File: config.mk
export PLATFORM = sky130hd
export DESIGN_NAME = fhf_scan
export DESIGN_NICKNAME = d
export VERILOG_FILES = /design/src/rtl/fhf_pkg.sv /design/src/rtl/fhf_scan.sv
export SDC_FILE = /design/constraint.sdc
export NUM_CORES = 1
export LEC_CHECK = 0
export ABC_AREA = 1
export ABC_CLOCK_PERIOD_IN_PS = 5100
export BUFFER_PORTS_ARGS = -buffer_cell sky130_fd_sc_hd__buf_2
export CAP_MARGIN = 15
export CORE_MARGIN = 10
export CORE_UTILIZATION = 30
export CTS_CLUSTER_SIZE = 10
export DETAILED_ROUTE_END_ITERATION = 10
export RECOVER_POWER = 25
export REMOVE_ABC_BUFFERS = 1
export SLEW_MARGIN = 20
export SYNTH_ARGS = -nofsm -noshare
export SYNTH_HDL_FRONTEND = slang
export SYNTH_SLANG_ARGS = --single-unit
File: constraint.sdc
create_clock -name clk_i -period 5.1 [get_ports clk_i]
set_input_delay 0.51 -clock clk_i [delete_from_list [all_inputs] [get_ports clk_i]]
set_output_delay 0.51 -clock clk_i [all_outputs]
set_load 0.05 [all_outputs]
File: src/rtl/fhf_pkg.sv
// Shared types, constants and helpers of the fire heat field update block.
package fhf_pkg;

  // configuration port
  localparam int unsigned CFG_INDEX_W = 4;
  localparam int unsigned CFG_DATA_W  = 9;

  localparam logic [CFG_INDEX_W-1:0] REG_GRID_WIDTH  = 4'd0;
  localparam logic [CFG_INDEX_W-1:0] REG_GRID_HEIGHT = 4'd1;

  // grid size handling
  localparam int unsigned SIZE_CALC_W = 13;
  localparam int unsigned SIZE_MIN    = 2;
  localparam logic [CFG_DATA_W-1:0] SIZE_RESET = 9'd256;

  // 1/4.025 as an unsigned Q0.16 factor
  localparam int unsigned DIV_FACTOR_W = 14;
  localparam logic [DIV_FACTOR_W-1:0] DIV_FACTOR = 14'd16283;
  localparam int unsigned DIV_SHIFT = 16;

  // stream payload widths
  localparam int unsigned SEED_W      = 17;
  localparam int unsigned HEAT_OUT_W  = 17;
  localparam int unsigned POS_OUT_W   = 8;
  localparam int unsigned IN_TDATA_W  = 24;
  localparam int unsigned OUT_TDATA_W = 40;
  localparam int unsigned OUT_PAD_W   = OUT_TDATA_W - HEAT_OUT_W - 2 * POS_OUT_W;
  localparam int unsigned COL_LSB     = HEAT_OUT_W;
  localparam int unsigned ROW_LSB     = HEAT_OUT_W + POS_OUT_W;

  typedef struct packed {
    logic is_seed;
    logic frame_end;
  } item_flags_t;

  // limit a written size to the range 2..max
  function automatic logic [SIZE_CALC_W-1:0] clamp_size(logic [CFG_DATA_W-1:0] v,
                                                        int unsigned max);
    logic [SIZE_CALC_W-1:0] ve;
    logic [SIZE_CALC_W-1:0] res;
    ve = SIZE_CALC_W'(v);
    if (ve < SIZE_CALC_W'(SIZE_MIN)) begin
      res = SIZE_CALC_W'(SIZE_MIN);
    end else if (ve > SIZE_CALC_W'(max)) begin
      res = SIZE_CALC_W'(max);
    end else begin
      res = ve;
    end
    return res;
  endfunction

endpackage

File: src/rtl/fhf_scan.sv
// Grid size registers, raster scan counters, cell address generation and reset clear sweep.
module fhf_scan #(
  parameter int unsigned MAX_WIDTH  = 256,
  parameter int unsigned MAX_HEIGHT = 256,
  localparam int unsigned XB = $clog2(MAX_WIDTH),
  localparam int unsigned YB = $clog2(MAX_HEIGHT),
  localparam int unsigned AW = XB + YB
) (
  input  logic                               clk_i,
  input  logic                               rst_ni,
  input  logic                               cfg_we_i,
  input  logic [fhf_pkg::CFG_INDEX_W-1:0]    cfg_index_i,
  input  logic [fhf_pkg::CFG_DATA_W-1:0]     cfg_data_i,
  input  logic                               accept_i,
  output logic [3:0][AW-1:0]                 rd_addr_o,
  output logic [AW-1:0]                      wr_addr_o,
  output fhf_pkg::item_flags_t               flags_o,
  output logic                               clear_busy_o,
  output logic [AW-1:0]                      clear_addr_o
);

  localparam int unsigned WW = $clog2(MAX_WIDTH + 1);
  localparam int unsigned HW = $clog2(MAX_HEIGHT + 1);
  localparam logic [WW-1:0] W_RST = WW'(fhf_pkg::clamp_size(fhf_pkg::SIZE_RESET, MAX_WIDTH));
  localparam logic [HW-1:0] H_RST = HW'(fhf_pkg::clamp_size(fhf_pkg::SIZE_RESET, MAX_HEIGHT));

  logic [WW-1:0] width_q, width_d;
  logic [HW-1:0] height_q, height_d;
  logic [XB-1:0] col_q, col_d;
  logic [YB-1:0] row_q, row_d;
  logic          seeding_q, seeding_d;
  logic          clr_busy_q, clr_busy_d;
  logic [AW-1:0] clr_addr_q, clr_addr_d;

  logic [WW-1:0] col_nxt;
  logic [HW-1:0] row_nxt, row_nxt2, h_m1;
  logic          col_last, row_last;
  logic [XB-1:0] xl, xr;
  logic [YB-1:0] y1, y2, y_cell;

  always_comb begin
    col_nxt  = WW'(col_q) + WW'(1);
    row_nxt  = HW'(row_q) + HW'(1);
    row_nxt2 = HW'(row_q) + HW'(2);
    h_m1     = height_q - HW'(1);
    col_last = col_nxt >= width_q;
    row_last = row_nxt2 >= height_q;
    xl       = (col_q == '0) ? XB'(width_q - WW'(1)) : col_q - XB'(1);
    xr       = col_last ? '0 : XB'(col_nxt);
    // update rows never pass h-2, so only the second row down can wrap
    y1       = YB'(row_nxt);
    y2       = row_last ? '0 : YB'(row_nxt2);
    y_cell   = seeding_q ? YB'(h_m1) : row_q;
  end

  assign rd_addr_o[0] = {y1, xl};
  assign rd_addr_o[1] = {y1, col_q};
  assign rd_addr_o[2] = {y1, xr};
  assign rd_addr_o[3] = {y2, col_q};
  assign wr_addr_o    = {y_cell, col_q};
  assign flags_o.is_seed   = seeding_q;
  assign flags_o.frame_end = !seeding_q && col_last && row_last;

  always_comb begin
    width_d   = width_q;
    height_d  = height_q;
    col_d     = col_q;
    row_d     = row_q;
    seeding_d = seeding_q;
    if (cfg_we_i && (cfg_index_i == fhf_pkg::REG_GRID_WIDTH ||
                     cfg_index_i == fhf_pkg::REG_GRID_HEIGHT)) begin
      if (cfg_index_i == fhf_pkg::REG_GRID_WIDTH) begin
        width_d = WW'(fhf_pkg::clamp_size(cfg_data_i, MAX_WIDTH));
      end else begin
        height_d = HW'(fhf_pkg::clamp_size(cfg_data_i, MAX_HEIGHT));
      end
      col_d     = '0;
      row_d     = '0;
      seeding_d = 1'b1;
    end else if (accept_i) begin
      if (col_last) begin
        col_d = '0;
        if (seeding_q) begin
          row_d     = '0;
          seeding_d = 1'b0;
        end else if (row_last) begin
          row_d     = '0;
          seeding_d = 1'b1;
        end else begin
          row_d = YB'(row_nxt);
        end
      end else begin
        col_d = XB'(col_nxt);
      end
    end
  end

  // zero sweep over the whole store after reset
  always_comb begin
    clr_busy_d = clr_busy_q;
    clr_addr_d = clr_addr_q;
    if (clr_busy_q) begin
      clr_addr_d = clr_addr_q + AW'(1);
      if (clr_addr_q == '1) begin
        clr_busy_d = 1'b0;
      end
    end
  end

  always_ff @(posedge clk_i or negedge rst_ni) begin
    if (!rst_ni) begin
      width_q    <= W_RST;
      height_q   <= H_RST;
      col_q      <= '0;
      row_q      <= '0;
      seeding_q  <= 1'b1;
      clr_busy_q <= 1'b1;
      clr_addr_q <= '0;
    end else begin
      width_q    <= width_d;
      height_q   <= height_d;
      col_q      <= col_d;
      row_q      <= row_d;
      seeding_q  <= seeding_d;
      clr_busy_q <= clr_busy_d;
      clr_addr_q <= clr_addr_d;
    end
  end

  assign clear_busy_o = clr_busy_q;
  assign clear_addr_o = clr_addr_q;

endmodule

# --- Word-level counts from Yosys, hierarchy flattened ---
# Index checks and enable logic that the tools add are counted.
classes:
  bitwise_logic: 1
  reduce_logical: 12
  n_eq_ne: 2
  order_cmp: 4
  addsub: 7
  muxes: 20
op_table:
  columns: ["op", "count"]
  rows:
  - ["8-bit two-way mux", 11]
  - ["8-bit by 1-bit subtractor with 8-bit output (second input constant)", 3]
  - ["9-bit >= comparator", 2]
  - ["9-bit two-way mux", 2]
  - ["16-bit by 1-bit adder with 16-bit output (second input constant)", 1]
  - ["16-bit == test (second input constant)", 1]
  - ["8-bit by 1-bit adder with 9-bit output (second input constant)", 1]
  - ["8-bit by 2-bit adder with 9-bit output (second input constant)", 1]
  - ["9-bit > comparator (second input constant)", 1]
  - ["9-bit by 2-bit less-than comparator with 1-bit output (second input constant)", 1]
  - ["8-bit by 1-bit adder with 8-bit output (second input constant)", 1]
  - ["8-bit logical NOT", 1]
  - ["1-bit two-way mux", 7]
  - ["2-bit AND reduction", 3]
  - ["4-bit by 1-bit == test with 1-bit output (second input constant)", 1]
  - ["4-bit logical NOT", 1]
  - ["2-bit nonzero test", 2]
  - ["1-bit logical AND", 3]
  - ["1-bit logical NOT", 1]
  - ["1-bit logical OR", 1]
  - ["1-bit NOT", 1]
totals:
  word_cells: 53
  regBits: 52
  input_bits: 17

# --- Depth between registers and ports, before layout ---
logic_depth:
  depth_word: 7
  depth_mapped: 17
  depth_no_buf: 16

# --- Worst setup path after synthesis ---
# No wires, ideal clock.
synth_path:
  kind: "register to output"
  start: "reg col_q[0]"
  end: "out rd_addr_o[34] in the netlist's numbering"
  required_ns: 4.590
  stages_incl_launch_ff: 14
  setup_slack_ns: 1.247
  arrival_time_ns: 3.343
  cell_sequence: "dfrtp_1 > ha_1 > nand2_1 > nor2_1 > nand4_1 > nand2_1 > inv_1 > ha_1 > nand2_1 > nand2_1 > a21oi_1 > nand4_1 > buf_2 > nor3_1"
synth_lines:
  columns: ["item", "line", "rtl"]
  rows:
  - ["start, declared", "fhf_scan.sv:29", "logic [XB-1:0] col_q, col_d;"]
  - ["start signal, assigned", "fhf_scan.sv:122", "col_q <= col_d;"]
  - ["end, declared", "fhf_scan.sv:15", "output logic [3:0][AW-1:0] rd_addr_o,"]

==> results.toml <==
[timing]
skew_ns = 0.0118
min_period_ns = 3.82
worstMarginPinSlew_ns = 2.92
finalSetupTns_ns = 0
rsz0062_at_grt = "false"
period_share_pct = 74.9
slew_viol_final = 53
final-hold-violation-count = 0
fmax_mhz = 262
max-slew-margin-rel_pct = -94.9
setup_viol = 0

[route]
drc = 0
num_vias = 3689
ant_nets = 0
viasPerCell = 4.39
drt_iter0_drc = 212
first_pass_iters = 4
routedWlPerCell_um = 13.5
wirelength_um = 11300

[pwr]
switchingPower_mw = 1.84
clock_power_share_pct = 11.8
combinationalPowerShare_pct = 69.3
p_int_mw = 1.16
ir_worst_vdd_mv = 0.419
power_frac_seq_pct = 18.9
leakagePower_nw = 2.80
swShare_pct = 61.5
p_per_area_nw_per_um2 = 634

[clock_network]
clk_latency_ns = 0.30
htreeDepth = 2
tritoncts = "built"
root_buffer = "clkbuf_16"
cts_buffer_depth = 2
clock-sinks = 52
path_clk_slew_ns = 0.07
cts-buffers-inserted = 5
cts-resized-gates = 0
holdBufCountCts = 0
post_cts_buffers = 0

[logic_synthesis]
synthAdderAreaFrac_pct = 7.68
syn_area_um2 = 4080
ys_warn_count = 0
yosysSeqAreaShare_pct = 32.1
synth_compound_area_share_pct = 6.69
ys_seq_elements = 52
synth_top_family_by_area = "simple AND/OR/NAND/NOR gates"
syn_inst = 581
yosysUniqueCellTypes = 34
synthSimpleGateAreaFrac_pct = 30.6
muxShareOfSynthArea_pct = 0.246
synthXorXnorAreaFrac_pct = 6.23
postSynthAreaPerCell_um2 = 7.01

[floorplan]
die_h_um = 137
dieArea_um2 = 18600
die_x_um = 137
ios = 116
initial_core_util_pct = 30.7
core-area_um2 = 13300
fp-row-count = 42

[placed_design]
dp_hpwl_um = 9050
portBuffers = 115
place_congestion = 0.857
placed_cell_area_um2 = 4580

[grt]
grt_overflow = 0
grt_max_degree = 53
grt_pass1_wl_um = 18400
grtUsageTotal_pct = 12.1
grt_pass1_vias = 3627
antenna_found_initial = 1

[setup_path]
reg2reg_depth = 15
r2r-end = "row_q[6]"
crit_type = "register to output port"
r2r_start = "col_q[0]"
end_kind = "output port"
crit_fanout = 17
crit_required_ns = 4.59
r2r_slack_ns = 1.75
cp-start-kind = "register"
crit_arrival_ns = 3.31

[worst_hold_path]
hold_class = "input port to register"
hold_depth = 3
min_from = "cfg_data_i[8]"
hold-path-endpoint = "width_q[8]"

[status]
outcome = "complete, but fails checks"
violations = "capacitance limit, slew limit"

[final_layout]
layout_commonest_cell = "nand2_1"
fillers = 1456
finalNetCount = 704
syn2layout_area_growth_pct = 16.1
postLayoutCellArea_um2 = 4730
drive_gt1_share_pct = 23.2
layout_common_cells = "nand2_1 (141), buf_2 (115), inv_1 (96)"

[run]
cap_violations = 1
## flip-flops by register name (all words and copies together) (netlist names)
register	count
clear_addr_o	16
width_q	9
row_q	8
clear_busy_o	1
col_q	8
height_q	9
seeding_q	1
## how the worst max path moves through the flow
stage                  start             to  slack (ns)  depth (start not counted)
finish              row_q[2]  rd_addr_o[59]        1.28                         14
global route        col_q[0]  rd_addr_o[38]        0.88                         13
CTS                 row_q[2]  rd_addr_o[59]        1.26                         14
detailed placement  row_q[2]  rd_addr_o[59]        1.62                         14
global placement    col_q[0]  rd_addr_o[37]        1.68                         13
floorplan           col_q[0]  rd_addr_o[34]        0.44                         12
## synthesized netlist by cell type
cell | n | area share [%]
a21oi_2 | 2 | 0.43
dfrtp_1 | 48 | 29
o22ai_1 | 1 | 0.15
a31oi_1 | 2 | 0.31
ha_1 | 25 | 7.7
inv_1 | 96 | 8.8
nand3_4 | 1 | 0.43
nor2_4 | 2 | 0.55
a21oi_1 | 7 | 0.86
clkbuf_1 | 3 | 0.28
o21a_1 | 1 | 0.18
mux2i_1 | 1 | 0.25
a22oi_1 | 1 | 0.18
nor2_1 | 60 | 5.5
o21ai_1 | 1 | 0.12
nand4_2 | 2 | 0.61
nor2_2 | 5 | 0.77
or2_2 | 1 | 0.15
buf_4 | 36 | 6.6
nand3_1 | 38 | 4.7
nand2_2 | 9 | 1.4
nor2_8 | 1 | 0.49
xor2_1 | 23 | 4.9
xnor2_1 | 6 | 1.3
inv_2 | 4 | 0.37
buf_2 | 3 | 0.37
dfstp_2 | 4 | 2.6
o21ai_2 | 1 | 0.21
o31ai_1 | 1 | 0.18
nand2_1 | 141 | 13
o21ai_0 | 33 | 4.1
nand4_1 | 7 | 1.1
nor3_1 | 14 | 1.7
nand3_2 | 1 | 0.25
## kinds of logic (layout without fill, tap and decap cells)
kind of cell               Yosys count  count (layout)
adders and majority gates           25              25
muxes                                1               1
DFF                                 52              52
buffers and inverters              142             224
xor gates and xnor gates            29              29
other                                0               1
and+or+nand+nor                    282             282
AOI/OAI and AO/OA                   50              50
## power by group through the flow
stage	logic, mW	clock network [mW]	registers [mW]
final	2.08	0.354	0.566
after global routing	2.26	0.383	0.579
after CTS	2.10	0.370	0.567
after detailed placement	2.10	0	0.573
after global placement	2.09	0	0.572
after floorplan	1.43	0	0.773
## cell type report
| type | instances | area, um^2 | area share, % |
|---|---|---|---|
| Antenna cell | 1 | 2.50 | 0.0529 |
| Clock buffer | 7 | 143 | 3.02 |
| Clock inverter | 1 | 7.51 | 0.159 |
| Inverter | 100 | 375 | 7.93 |
| Multi-Input combinational cell | 387 | 2100 | 44.3 |
| Sequential cell | 52 | 1310 | 27.6 |
| Tap cell | 176 | 220 | 4.65 |
| Timing Repair Buffer | 116 | 579 | 12.2 |
## worst max-delay path, cell delays in order, from the launching register on
cell	delay (ns)
dfrtp_1	0.45
ha_1	0.26
inv_1	0.05
nor2_1	0.13
inv_1	0.08
nor3_1	0.19
xor2_1	0.24
inv_1	0.07
ha_1	0.29
nand2_1	0.09
inv_1	0.05
a21oi_2	0.14
nand4_2	0.40
nor3_1	0.26
buf_2	0.30
## per-stage QoR
step           total power [mW]  utilization [%]  setup slack (ns)  hold slack, ns  cells
2_1_floorplan              2.20                -             0.445           0.214    539
3_3_place_gp               2.66             34.5              1.68           0.478    831
3_5_place_dp               2.67             34.5              1.62           0.480    831
4_1_cts                    3.04             35.6              1.26           0.364    839
5_1_grt                    3.22             35.6             0.881           0.509    840
6_report                   3.00             35.6              1.28           0.462    840
## metal layers
layer	up-vias	GRT usage, %	share of wire, %
li1	1926	-	-
met4	0	4.26	1.9
met3	11	2.90	6.2
met2	99	18.8	44
met5	-	0	0
met1	1653	16.0	48
Power figures use the tool's default switching activity.
